==> config.mk <==
export PLATFORM = sky130hd
export DESIGN_NAME = kruskal_spanning_tree_merge_flat
export DESIGN_NICKNAME = d
export VERILOG_FILES = /design/src/rtl/kstm_pkg.sv /design/src/rtl/kstm_ifs.sv /design/src/rtl/kstm_front.sv /design/src/rtl/kstm_queue.sv /design/src/rtl/kstm_back.sv /design/src/rtl/kruskal_spanning_tree_merge.sv /design/src/flat_wrapper.sv
export SDC_FILE = /design/constraint.sdc
export NUM_CORES = 1
export LEC_CHECK = 0
export BUFFER_PORTS_ARGS = -buffer_cell sky130_fd_sc_hd__buf_2
export CAP_MARGIN = 25
export CELL_PAD_IN_SITES_DETAIL_PLACEMENT = 1
export CELL_PAD_IN_SITES_GLOBAL_PLACEMENT = 1
export CORE_MARGIN = 2
export CORE_UTILIZATION = 54
export CTS_CLUSTER_DIAMETER = 100
export DETAILED_ROUTE_END_ITERATION = 7
export PLACE_DENSITY_LB_ADDON = 0.1
export SLEW_MARGIN = 5
export SYNTH_ARGS = -nofsm -noshare
export SYNTH_HDL_FRONTEND = slang
export SYNTH_SLANG_ARGS = --single-unit
==> constraint.sdc <==
create_clock -name i_clk -period 10.9 [get_ports i_clk]
set_input_delay 0.545 -clock i_clk [delete_from_list [all_inputs] [get_ports i_clk]]
set_output_delay 0.545 -clock i_clk [all_outputs]
set_load 0.02 [all_outputs]
==> src/rtl/kstm_pkg.sv <==
// ----------------------------------------------------------------------------
// kstm_pkg
// Shared types and constants for the spanning-forest merge unit.
// ----------------------------------------------------------------------------
package kstm_pkg;

    // Field widths of the edge and result items.
    localparam int NODE_W = 6;
    localparam int COST_W = 24;
    localparam int SUM_W  = 32;
    localparam int CNT_W  = 6;

    // Saturation points.
    localparam logic [CNT_W-1:0] CNT_MAX = {CNT_W{1'b1}};
    localparam logic [SUM_W-1:0] SUM_MAX = {SUM_W{1'b1}};

    // Command queue between front and back.
    localparam int Q_DEPTH = 2;
    localparam int QA_W    = (Q_DEPTH > 1) ? $clog2(Q_DEPTH) : 1;

    // Classification of an incoming item.
    typedef enum logic [1:0] {
        K_EDGE,
        K_CLEAR,
        K_NULL
    } t_kind;

    // Back-end sequencer states.
    typedef enum logic [2:0] {
        S_IDLE,
        S_LOOK,
        S_WR_B,
        S_SWEEP,
        S_FLUSH
    } t_state;

    // One classified command.
    typedef struct packed {
        t_kind             kind;
        logic [NODE_W-1:0] node_a;
        logic [NODE_W-1:0] node_b;
        logic [COST_W-1:0] cost;
    } t_op;

    // Front to queue push.
    typedef struct packed {
        logic valid;
        t_op  op;
    } t_push;

    // Queue head as seen by the back end.
    typedef struct packed {
        logic avail;
        t_op  op;
    } t_q_head;

    // One result item.
    typedef struct packed {
        logic              accepted;
        logic [SUM_W-1:0]  total_cost;
        logic              cost_saturated;
        logic [CNT_W-1:0]  tree_edges;
        logic [NODE_W-1:0] root_node;
    } t_result;

endpackage

==> src/rtl/kstm_ifs.sv <==
// ----------------------------------------------------------------------------
// kstm interfaces
// Valid/ready channels for edge items and result items.
// ----------------------------------------------------------------------------
interface kstm_edge_if;
    logic                           valid;
    logic                           ready;
    logic                           mode;
    logic [kstm_pkg::NODE_W-1:0]    node_a;
    logic [kstm_pkg::NODE_W-1:0]    node_b;
    logic [kstm_pkg::COST_W-1:0]    edge_cost;

    modport source (output valid, mode, node_a, node_b, edge_cost, input ready);
    modport sink   (input valid, mode, node_a, node_b, edge_cost, output ready);
endinterface

interface kstm_result_if;
    logic                           valid;
    logic                           ready;
    logic                           accepted;
    logic [kstm_pkg::SUM_W-1:0]     total_cost;
    logic                           cost_saturated;
    logic [kstm_pkg::CNT_W-1:0]     tree_edges;
    logic [kstm_pkg::NODE_W-1:0]    root_node;

    modport source (output valid, accepted, total_cost, cost_saturated, tree_edges,
                    root_node, input ready);
    modport sink   (input valid, accepted, total_cost, cost_saturated, tree_edges,
                    root_node, output ready);
endinterface

==> src/rtl/kstm_front.sv <==
// ----------------------------------------------------------------------------
// kstm_front
// Accepts edge items and classifies them as clear, null or real edge.
// ----------------------------------------------------------------------------
module kstm_front #(
    parameter int MAX_NODES = 63
) (
    kstm_edge_if.sink          i_edge,
    input  logic               i_q_ready,
    output kstm_pkg::t_push    o_push
);

    localparam int LW = $clog2(MAX_NODES + 1);
    localparam int CW = (LW > kstm_pkg::NODE_W) ? LW : kstm_pkg::NODE_W;

    logic          a_ok;
    logic          b_ok;
    kstm_pkg::t_op op;

    // An endpoint is usable when it is nonzero and inside the node range.
    assign a_ok = (i_edge.node_a != '0) &&
                  (CW'(i_edge.node_a) <= CW'(MAX_NODES));
    assign b_ok = (i_edge.node_b != '0) &&
                  (CW'(i_edge.node_b) <= CW'(MAX_NODES));

    // Classify the item; self loops never touch the forest.
    always_comb begin
        op.node_a = i_edge.node_a;
        op.node_b = i_edge.node_b;
        op.cost   = i_edge.edge_cost;
        if (i_edge.mode) begin
            op.kind = kstm_pkg::K_CLEAR;
        end else if (a_ok && b_ok && (i_edge.node_a != i_edge.node_b)) begin
            op.kind = kstm_pkg::K_EDGE;
        end else begin
            op.kind = kstm_pkg::K_NULL;
        end
    end

    // The front stalls only when the queue is full.
    assign i_edge.ready = i_q_ready;
    assign o_push.valid = i_edge.valid && i_q_ready;
    assign o_push.op    = op;

endmodule

==> src/rtl/kstm_queue.sv <==
// ----------------------------------------------------------------------------
// kstm_queue
// Short command queue that decouples the front from the back end.
// ----------------------------------------------------------------------------
module kstm_queue (
    input  logic                i_clk,
    input  logic                i_rst_n,
    input  kstm_pkg::t_push     i_push,
    output logic                o_ready,
    input  logic                i_pop,
    output kstm_pkg::t_q_head   o_head
);

    kstm_pkg::t_op                  r_slot [kstm_pkg::Q_DEPTH];
    logic [kstm_pkg::QA_W-1:0]      r_wr_ptr;
    logic [kstm_pkg::QA_W-1:0]      r_rd_ptr;
    logic [kstm_pkg::QA_W:0]        r_count;
    logic                           do_push;
    logic                           do_pop;

    assign o_ready     = (r_count != (kstm_pkg::QA_W + 1)'(kstm_pkg::Q_DEPTH));
    assign o_head.avail = (r_count != '0);
    assign o_head.op    = r_slot[r_rd_ptr];
    assign do_push      = i_push.valid && o_ready;
    assign do_pop       = i_pop && o_head.avail;

    // Pointer and count bookkeeping.
    always_ff @(posedge i_clk) begin
        if (!i_rst_n) begin
            r_wr_ptr <= '0;
            r_rd_ptr <= '0;
            r_count  <= '0;
        end else begin
            if (do_push) begin
                r_wr_ptr <= (r_wr_ptr == kstm_pkg::QA_W'(kstm_pkg::Q_DEPTH - 1)) ?
                            '0 : r_wr_ptr + 1'b1;
            end
            if (do_pop) begin
                r_rd_ptr <= (r_rd_ptr == kstm_pkg::QA_W'(kstm_pkg::Q_DEPTH - 1)) ?
                            '0 : r_rd_ptr + 1'b1;
            end
            if (do_push && !do_pop) begin
                r_count <= r_count + 1'b1;
            end else if (do_pop && !do_push) begin
                r_count <= r_count - 1'b1;
            end
        end
    end

    // Payload slots.
    always_ff @(posedge i_clk) begin
        if (do_push) begin
            r_slot[r_wr_ptr] <= i_push.op;
        end
    end

endmodule

==> src/rtl/kstm_back.sv <==
// ----------------------------------------------------------------------------
// kstm_back
// Executes queued commands against the label memory and keeps the totals.
// ----------------------------------------------------------------------------
module kstm_back #(
    parameter int MAX_NODES = 63
) (
    input  logic                i_clk,
    input  logic                i_rst_n,
    input  kstm_pkg::t_q_head   i_head,
    output logic                o_pop,
    kstm_result_if.source       o_result
);

    localparam int LW = $clog2(MAX_NODES + 1);
    localparam int NW = kstm_pkg::NODE_W;

    // Label memory and its per-entry valid bits.
    logic [NW-1:0]                  mem [0:MAX_NODES];
    logic [MAX_NODES:0]             r_valid;
    logic [NW-1:0]                  r_rd_a;
    logic [NW-1:0]                  r_rd_b;
    logic                           r_va;
    logic                           r_vb;

    // Sequencer and totals.
    kstm_pkg::t_state               r_state, n_state;
    kstm_pkg::t_op                  r_op, n_op;
    logic [NW-1:0]                  r_la, n_la;
    logic [NW-1:0]                  r_lb, n_lb;
    logic [NW-1:0]                  r_new, n_new;
    logic [LW-1:0]                  r_j, n_j;
    logic                           r_cmp_vld, n_cmp_vld;
    logic [LW-1:0]                  r_cmp_addr, n_cmp_addr;
    logic [kstm_pkg::SUM_W-1:0]     r_sum, n_sum;
    logic                           r_sat, n_sat;
    logic [kstm_pkg::CNT_W-1:0]     r_cnt, n_cnt;
    logic [NW-1:0]                  r_root, n_root;
    logic                           r_out_valid, n_out_valid;
    kstm_pkg::t_result              r_out, n_out;

    // Memory port controls.
    logic                           rd_en;
    logic [LW-1:0]                  rd_addr_a;
    logic [LW-1:0]                  rd_addr_b;
    logic                           wr_en;
    logic [LW-1:0]                  wr_addr;
    logic [NW-1:0]                  wr_data;
    logic                           clr_all;

    logic                           slot_free;
    logic [NW-1:0]                  la;
    logic [NW-1:0]                  lb;
    logic [kstm_pkg::SUM_W:0]       sum_ext;

    assign slot_free = !r_out_valid || o_result.ready;
    assign la        = r_va ? r_rd_a : '0;
    assign lb        = r_vb ? r_rd_b : '0;
    assign sum_ext   = {1'b0, r_sum} + (kstm_pkg::SUM_W + 1)'(r_op.cost);

    // Next state, memory controls and result loading.
    always_comb begin
        n_state     = r_state;
        n_op        = r_op;
        n_la        = r_la;
        n_lb        = r_lb;
        n_new       = r_new;
        n_j         = r_j;
        n_cmp_vld   = 1'b0;
        n_cmp_addr  = r_cmp_addr;
        n_sum       = r_sum;
        n_sat       = r_sat;
        n_cnt       = r_cnt;
        n_root      = r_root;
        n_out_valid = r_out_valid && !o_result.ready;
        n_out       = r_out;
        o_pop       = 1'b0;
        rd_en       = 1'b0;
        rd_addr_a   = LW'(i_head.op.node_a);
        rd_addr_b   = LW'(i_head.op.node_b);
        wr_en       = 1'b0;
        wr_addr     = LW'(r_op.node_a);
        wr_data     = r_new;
        clr_all     = 1'b0;

        case (r_state)
            kstm_pkg::S_IDLE: begin
                if (i_head.avail) begin
                    case (i_head.op.kind)
                        kstm_pkg::K_CLEAR: begin
                            if (slot_free) begin
                                o_pop       = 1'b1;
                                clr_all     = 1'b1;
                                n_sum       = '0;
                                n_sat       = 1'b0;
                                n_cnt       = '0;
                                n_root      = '0;
                                n_out_valid = 1'b1;
                                n_out       = '0;
                            end
                        end
                        kstm_pkg::K_NULL: begin
                            if (slot_free) begin
                                o_pop       = 1'b1;
                                n_out_valid = 1'b1;
                                n_out       = {1'b0, r_sum, r_sat, r_cnt, r_root};
                            end
                        end
                        default: begin
                            // Real edge: fetch both endpoint labels.
                            o_pop   = 1'b1;
                            rd_en   = 1'b1;
                            n_op    = i_head.op;
                            n_state = kstm_pkg::S_LOOK;
                        end
                    endcase
                end
            end
            kstm_pkg::S_LOOK: begin
                if (slot_free) begin
                    n_out_valid = 1'b1;
                    if ((la != '0) && (la == lb)) begin
                        // Both ends already in one tree: this edge closes a cycle.
                        n_out   = {1'b0, r_sum, r_sat, r_cnt, r_root};
                        n_state = kstm_pkg::S_IDLE;
                    end else begin
                        if (sum_ext[kstm_pkg::SUM_W]) begin
                            n_sum = kstm_pkg::SUM_MAX;
                            n_sat = 1'b1;
                        end else begin
                            n_sum = sum_ext[kstm_pkg::SUM_W-1:0];
                        end
                        if (r_cnt != kstm_pkg::CNT_MAX) begin
                            n_cnt = r_cnt + 1'b1;
                        end
                        if (r_root == '0) begin
                            n_root = r_op.node_a;
                        end
                        n_out = {1'b1, n_sum, n_sat, n_cnt, n_root};
                        if ((la == '0) && (lb == '0)) begin
                            wr_en   = 1'b1;
                            wr_data = r_op.node_a;
                            n_new   = r_op.node_a;
                            n_state = kstm_pkg::S_WR_B;
                        end else if ((la == '0) || (lb == '0)) begin
                            wr_en   = 1'b1;
                            wr_data = (la != '0) ? la : lb;
                            n_new   = (la != '0) ? la : lb;
                            n_state = kstm_pkg::S_WR_B;
                        end else begin
                            // Two labeled trees: relabel every node of the first.
                            n_la    = la;
                            n_lb    = lb;
                            n_j     = LW'(1);
                            n_state = kstm_pkg::S_SWEEP;
                        end
                    end
                end
            end
            kstm_pkg::S_WR_B: begin
                wr_en   = 1'b1;
                wr_addr = LW'(r_op.node_b);
                wr_data = r_new;
                n_state = kstm_pkg::S_IDLE;
            end
            kstm_pkg::S_SWEEP: begin
                rd_en      = 1'b1;
                rd_addr_a  = r_j;
                n_cmp_vld  = 1'b1;
                n_cmp_addr = r_j;
                if (r_j == LW'(MAX_NODES)) begin
                    n_state = kstm_pkg::S_FLUSH;
                end else begin
                    n_j = r_j + 1'b1;
                end
            end
            kstm_pkg::S_FLUSH: begin
                n_state = kstm_pkg::S_IDLE;
            end
            default: begin
                n_state = kstm_pkg::S_IDLE;
            end
        endcase

        // Sweep write-back: one entry behind the read.
        if (r_cmp_vld && r_va && (r_rd_a == r_la)) begin
            wr_en   = 1'b1;
            wr_addr = r_cmp_addr;
            wr_data = r_lb;
        end
    end

    // Control registers.
    always_ff @(posedge i_clk) begin
        if (!i_rst_n) begin
            r_state     <= kstm_pkg::S_IDLE;
            r_cmp_vld   <= 1'b0;
            r_sum       <= '0;
            r_sat       <= 1'b0;
            r_cnt       <= '0;
            r_root      <= '0;
            r_out_valid <= 1'b0;
        end else begin
            r_state     <= n_state;
            r_cmp_vld   <= n_cmp_vld;
            r_sum       <= n_sum;
            r_sat       <= n_sat;
            r_cnt       <= n_cnt;
            r_root      <= n_root;
            r_out_valid <= n_out_valid;
        end
    end

    // Payload registers.
    always_ff @(posedge i_clk) begin
        r_op       <= n_op;
        r_la       <= n_la;
        r_lb       <= n_lb;
        r_new      <= n_new;
        r_j        <= n_j;
        r_cmp_addr <= n_cmp_addr;
        r_out      <= n_out;
    end

    // Valid bits: a clear empties the whole forest at once.
    always_ff @(posedge i_clk) begin
        if (!i_rst_n || clr_all) begin
            r_valid <= '0;
        end else if (wr_en) begin
            r_valid[wr_addr] <= 1'b1;
        end
        if (rd_en) begin
            r_va <= r_valid[rd_addr_a];
            r_vb <= r_valid[rd_addr_b];
        end
    end

    // Label memory: one write port, two registered read ports.
    always_ff @(posedge i_clk) begin
        if (wr_en) begin
            mem[wr_addr] <= wr_data;
        end
        if (rd_en) begin
            r_rd_a <= mem[rd_addr_a];
            r_rd_b <= mem[rd_addr_b];
        end
    end

    assign o_result.valid          = r_out_valid;
    assign o_result.accepted       = r_out.accepted;
    assign o_result.total_cost     = r_out.total_cost;
    assign o_result.cost_saturated = r_out.cost_saturated;
    assign o_result.tree_edges     = r_out.tree_edges;
    assign o_result.root_node      = r_out.root_node;

endmodule

==> src/rtl/kruskal_spanning_tree_merge.sv <==
// ----------------------------------------------------------------------------
// kruskal_spanning_tree_merge
// Spanning-forest builder: merges components for edges offered in cost order.
// ----------------------------------------------------------------------------
//  channel    dir  handshake      payload
//  i_edge     in   valid/ready    mode, node_a, node_b, edge_cost
//  o_result   out  valid/ready    accepted, total_cost, cost_saturated,
//                                 tree_edges, root_node
//
// A clear or a null edge is handled in S_IDLE; a rejected edge also visits S_LOOK.
// An edge that touches an unlabeled node goes through S_LOOK and S_WR_B.
// Joining two labeled trees goes through S_LOOK, S_SWEEP and S_FLUSH: the label
// memory is swept one entry per cycle through its single write port.
// Reset is synchronous; a clear empties the whole forest at once.
// The output register lets the front keep queueing edges while a result waits.
// ----------------------------------------------------------------------------
module kruskal_spanning_tree_merge #(
    parameter int MAX_NODES = 63
) (
    input  logic            i_clk,
    input  logic            i_rst_n,
    kstm_edge_if.sink       i_edge,
    kstm_result_if.source   o_result
);

    kstm_pkg::t_push    push;
    kstm_pkg::t_q_head  head;
    logic               q_ready;
    logic               pop;

    // Classifier.
    kstm_front #(
        .MAX_NODES (MAX_NODES)
    ) u_front (
        .i_edge    (i_edge),
        .i_q_ready (q_ready),
        .o_push    (push)
    );

    // Command queue.
    kstm_queue u_queue (
        .i_clk   (i_clk),
        .i_rst_n (i_rst_n),
        .i_push  (push),
        .o_ready (q_ready),
        .i_pop   (pop),
        .o_head  (head)
    );

    // Executor with label memory and totals.
    kstm_back #(
        .MAX_NODES (MAX_NODES)
    ) u_back (
        .i_clk    (i_clk),
        .i_rst_n  (i_rst_n),
        .i_head   (head),
        .o_pop    (pop),
        .o_result (o_result)
    );

endmodule

==> src/flat_wrapper.sv <==
// flat-port wrapper written by rule: the top's interface ports become plain ports
module kruskal_spanning_tree_merge_flat 
#(
    parameter int MAX_NODES = 63
)
  (i_clk, i_rst_n, i_edge_valid, i_edge_mode, i_edge_node_a, i_edge_node_b, i_edge_edge_cost, i_edge_ready, o_result_valid, o_result_accepted, o_result_total_cost, o_result_cost_saturated, o_result_tree_edges, o_result_root_node, o_result_ready);
  kstm_edge_if i_edge_i ();
  kstm_result_if o_result_i ();
  input  logic i_clk;
  input  logic i_rst_n;
  input wire logic [$bits(i_edge_i.valid)-1:0] i_edge_valid;
  input wire logic [$bits(i_edge_i.mode)-1:0] i_edge_mode;
  input wire logic [$bits(i_edge_i.node_a)-1:0] i_edge_node_a;
  input wire logic [$bits(i_edge_i.node_b)-1:0] i_edge_node_b;
  input wire logic [$bits(i_edge_i.edge_cost)-1:0] i_edge_edge_cost;
  output wire logic [$bits(i_edge_i.ready)-1:0] i_edge_ready;
  output wire logic [$bits(o_result_i.valid)-1:0] o_result_valid;
  output wire logic [$bits(o_result_i.accepted)-1:0] o_result_accepted;
  output wire logic [$bits(o_result_i.total_cost)-1:0] o_result_total_cost;
  output wire logic [$bits(o_result_i.cost_saturated)-1:0] o_result_cost_saturated;
  output wire logic [$bits(o_result_i.tree_edges)-1:0] o_result_tree_edges;
  output wire logic [$bits(o_result_i.root_node)-1:0] o_result_root_node;
  input wire logic [$bits(o_result_i.ready)-1:0] o_result_ready;
  assign i_edge_i.valid = i_edge_valid;
  assign i_edge_i.mode = i_edge_mode;
  assign i_edge_i.node_a = i_edge_node_a;
  assign i_edge_i.node_b = i_edge_node_b;
  assign i_edge_i.edge_cost = i_edge_edge_cost;
  assign i_edge_ready = i_edge_i.ready;
  assign o_result_valid = o_result_i.valid;
  assign o_result_accepted = o_result_i.accepted;
  assign o_result_total_cost = o_result_i.total_cost;
  assign o_result_cost_saturated = o_result_i.cost_saturated;
  assign o_result_tree_edges = o_result_i.tree_edges;
  assign o_result_root_node = o_result_i.root_node;
  assign o_result_i.ready = o_result_ready;
  kruskal_spanning_tree_merge #(.MAX_NODES(MAX_NODES)) u_core (.i_clk(i_clk), .i_rst_n(i_rst_n), .i_edge(i_edge_i), .o_result(o_result_i));
endmodule
==> flow_metrics.tcl <==
set metrics [dict create \
    powerDensity_nw_per_um2 282.5 \
    syn-cell-area_um2 33740 \
    dr.pass1.iters 6 \
    synth_simple_gate_area_frac 0.1636 \
    p_leak_nw 13.38 \
    swShare 0.4010 \
    p_switching_mw 4.251 \
    postLayoutSetupSlackWorst_ns 6.049 \
    die_h_um 254.0 \
    slew_headroom 0.3004 \
    cts_hold_buf 0 \
    worstPathCellList "buf_4 -> mux2_2 -> mux2_8 -> buf_4 -> buf_16 -> mux2i_1 -> o22ai_1 -> o21ai_0 -> o21ai_0 -> or4_1" \
    synth_fa_ha_area_frac 0.01135 \
    grt_most_used_layer "met2" \
    internal_power_mw 6.352 \
    drc 0 \
    num_rows 91 \
    ant_nets 0 \
    grt_util_all_layers 0.3421 \
    rsz0062_at_grt "no" \
    cp.required_ns 11.25 \
    ys_warn_count 0 \
    hold_violations 0 \
    post-route-min-period_ns 4.851 \
    start_util 0.5467 \
    startpoint_type "flop" \
    nFillCells 6465 \
    synthXorXnorAreaFrac 0.01090 \
    synthToLayoutAreaGrowth_pct 11.25 \
    worst_pin_slew_ns 1.049 \
    drive_gt1_frac 0.1076 \
    grt_use_met2 0.5730 \
    synth_area_per_cell_um2 10.69 \
    drtIter0Drc 2679 \
    io_buffers 88 \
    ioPinCount 89 \
    vias_per_cell 6.575 \
    pwr-share-clk 0.253 \
    crit_fanout 97 \
    yosysSeqAreaShare 0.5904 \
    finalCritPeriodShare 0.4451 \
    ys_ff_latch 705 \
    worst_clock_skew_ns 0.02452 \
    end_kind "flop" \
    synthMuxAreaShare 0.06709 \
    path_class "reg2reg" \
    clock-sinks 705 \
    dr_total_vias 26706 \
    synth_area_leaders "edfxtp_1 52%, nand2_1 8.2%, dfxtp_1 7.4%" \
    overflow 0 \
    synth_common_cells "736 x nand2_1, 580 x edfxtp_1, 198 x a21oi_1" \
    cts_buffer_depth 3 \
    syn_inst 3157 \
    status "finished clean" \
    htree_num_levels 3 \
    place_ws_ns 5.915 \
    p_seq_frac 0.364 \
    yosysTopAreaCell "edfxtp_1" \
    synth.most_common_cell "nand2_1" \
    core_area_um2 61710 \
    antenna_cells 0 \
    grt_use_met1 0.4331 \
    cts_buffers 77 \
    postCtsResizedCells 0 \
    ys_types 76 \
    die-width_um 254.0 \
    antenna_found_initial 2 \
    max-cap-violations 0 \
    fmax_mhz 206.1 \
    cts-root-buf "clkbuf_16" \
    die_area_um2 64490 \
    slew_viol_final 0 \
    critPathTopFamily "buffers and inverters" \
    synth_edf_count 580 \
    critPathBufInv 3 \
    synth_flop_cell "edfxtp_1" \
    grt_pass1_vias 27867 \
    synth-async-reset-ratio 0 \
    dpl.hpwl_um 69090 \
    setup_viol 0 \
    grt_pass1_wl_um 167000 \
    synth_compound_area_frac 0.1248 \
    synth_top_family_by_area "simple AND/OR/NAND/NOR gates" \
    finalNetCount 3234 \
    cp_slowest_cell "mux2_8" \
    hold_path_class "in2reg" \
    clk_pin_slew_ns 0.06 \
    slowest_delay_ns 0.69 \
    cts_tree "yes" \
    drt_wl_total_um 110600 \
    combPwrFrac 0.382 \
    synth_fp_nets 3228 \
    cts_setup_buffers 0 \
    arrival_ns 5.21 \
    yosys.area.top_type_share 0.5162 \
    insertion_delay_ns 0.64 \
    routedWlPerCell_um 27.22 \
    gp_congestion 0.8723 \
    ir_drop_mv 0.2143 \
    tns_ns 0 \
    grt_max_degree 196 \
    grt_util_met3 0.05255 \
]
## state kept, by name (all words and copies together), names as in the netlist, 32 cells and up, named ones only
| name | flops |
|---|---|
| u_core.u_back.r_sum | 32 |
| u_core.u_back.o_result.total_cost | 32 |
| u_core.u_back.r_op | 36 |
| u_core.u_queue.r_slot | 76 |
| u_core.u_back.r_valid | 64 |
| u_core.u_back.mem | 384 |
## cell usage in the layout (no fill, tap or decap), types with 9 or more instances in the layout
| cell | n |
|---|---|
| nand2_1 | 736 |
| edfxtp_1 | 580 |
| a21oi_1 | 194 |
| nor2_1 | 166 |
| nand3_1 | 154 |
| mux2i_1 | 154 |
| o21ai_0 | 129 |
| dfxtp_1 | 124 |
| buf_2 | 89 |
| a311oi_1 | 88 |
| clkbuf_16 | 79 |
| o22ai_1 | 69 |
| and3_1 | 62 |
| buf_4 | 44 |
| mux2_2 | 43 |
| nor4_1 | 33 |
| ha_1 | 29 |
| inv_1 | 28 |
| o2bb2ai_1 | 27 |
| and2_1 | 23 |
| a211oi_1 | 23 |
| xnor2_1 | 21 |
| xor2_1 | 21 |
| nor3_1 | 18 |
| or3_1 | 18 |
| a21o_1 | 16 |
| o31ai_1 | 15 |
| a31oi_1 | 14 |
| clkinv_2 | 14 |
| clkinv_1 | 11 |
| clkbuf_1 | 10 |
| or4_1 | 9 |
## worst register-to-register path: stages, from the launching register on
cell	delay, ns
dfxtp_2	0.31
buf_4	0.53
mux2_2	0.38
mux2_8	0.69
buf_4	0.58
buf_16	0.33
mux2i_1	0.30
o22ai_1	0.16
o21ai_0	0.35
o21ai_0	0.38
or4_1	0.57
## metal layers
metal | up-vias | part of all wire
met5 | - | 0.00024
met4 | 4 | 0.049
met3 | 326 | 0.074
met2 | 1260 | 0.48
met1 | 13438 | 0.39
li1 | 11678 | -
## cell type report
class / count / area (um^2) / share of cell area
Sequential cell: 705 / 19920 / 0.5307
Multi-Input combinational cell: 2206 / 12920 / 0.3442
Inverter: 34 / 132.6 / 0.003534
Clock buffer: 96 / 2111 / 0.05624
Timing Repair Buffer: 139 / 918.4 / 0.02447
Tap cell: 837 / 1047 / 0.02790
Clock inverter: 45 / 484.2 / 0.01290
## power by group through the flow
stage               Sequential, mW  Combinational [mW]  Clock (mW)
CTS                           3.86                3.98        2.71
global route                  3.89                4.30        2.79
detailed placement            3.91                3.94           0
global placement              3.89                3.77           0
floorplan                     3.92                2.47           0
finish                        3.86                4.05        2.69
## path summary, 6_finish.rpt
| path | depth (start not counted) | from | slack, ns | to |
|---|---|---|---|---|
| worst max-delay path | 10 | flop | 6.05 | u_core.u_back.r_rd_a[4] |
| worst min-delay path | 1 | i_edge_edge_cost[2] | 0.10 | u_core.u_queue.r_slot[1][2] |
| worst max register to register | 10 | flop | 6.05 | u_core.u_back.r_rd_a[4] |
| worst min register to register | 2 | u_core.u_back.r_valid[50] | 0.47 | u_core.u_back.r_valid[50] |
## cell families (layout without fill, tap and decap cells)
| logic type | after synthesis | in the layout |
|---|---|---|
| AO/OA/AOI/OAI | 656 | 656 |
| adder cells (fa/ha/maj) | 30 | 30 |
| AND/OR/NAND/NOR | 1267 | 1267 |
| buffers and inverters | 246 | 314 |
| XOR/XNOR | 42 | 42 |
| multiplexers | 211 | 211 |
| flip-flops | 705 | 705 |
## through the flow
stage | util | cells | power (mW) | hold slack (ns) | cell area, um^2
CTS | 0.6070 | 4059 | 10.55 | 0.07005 | 37460
detailed placement | 0.5649 | 3918 | 7.857 | 0.4651 | 34860
finish | 0.6082 | 4062 | 10.60 | 0.1025 | 37530
floorplan | - | 3157 | 6.384 | 0.4206 | 33740
global route | 0.6082 | 4062 | 10.98 | 0.09875 | 37530
global placement | 0.5640 | 3914 | 7.667 | 0.4543 | 34800
Note: power is estimated with default switching activity, not from simulation.
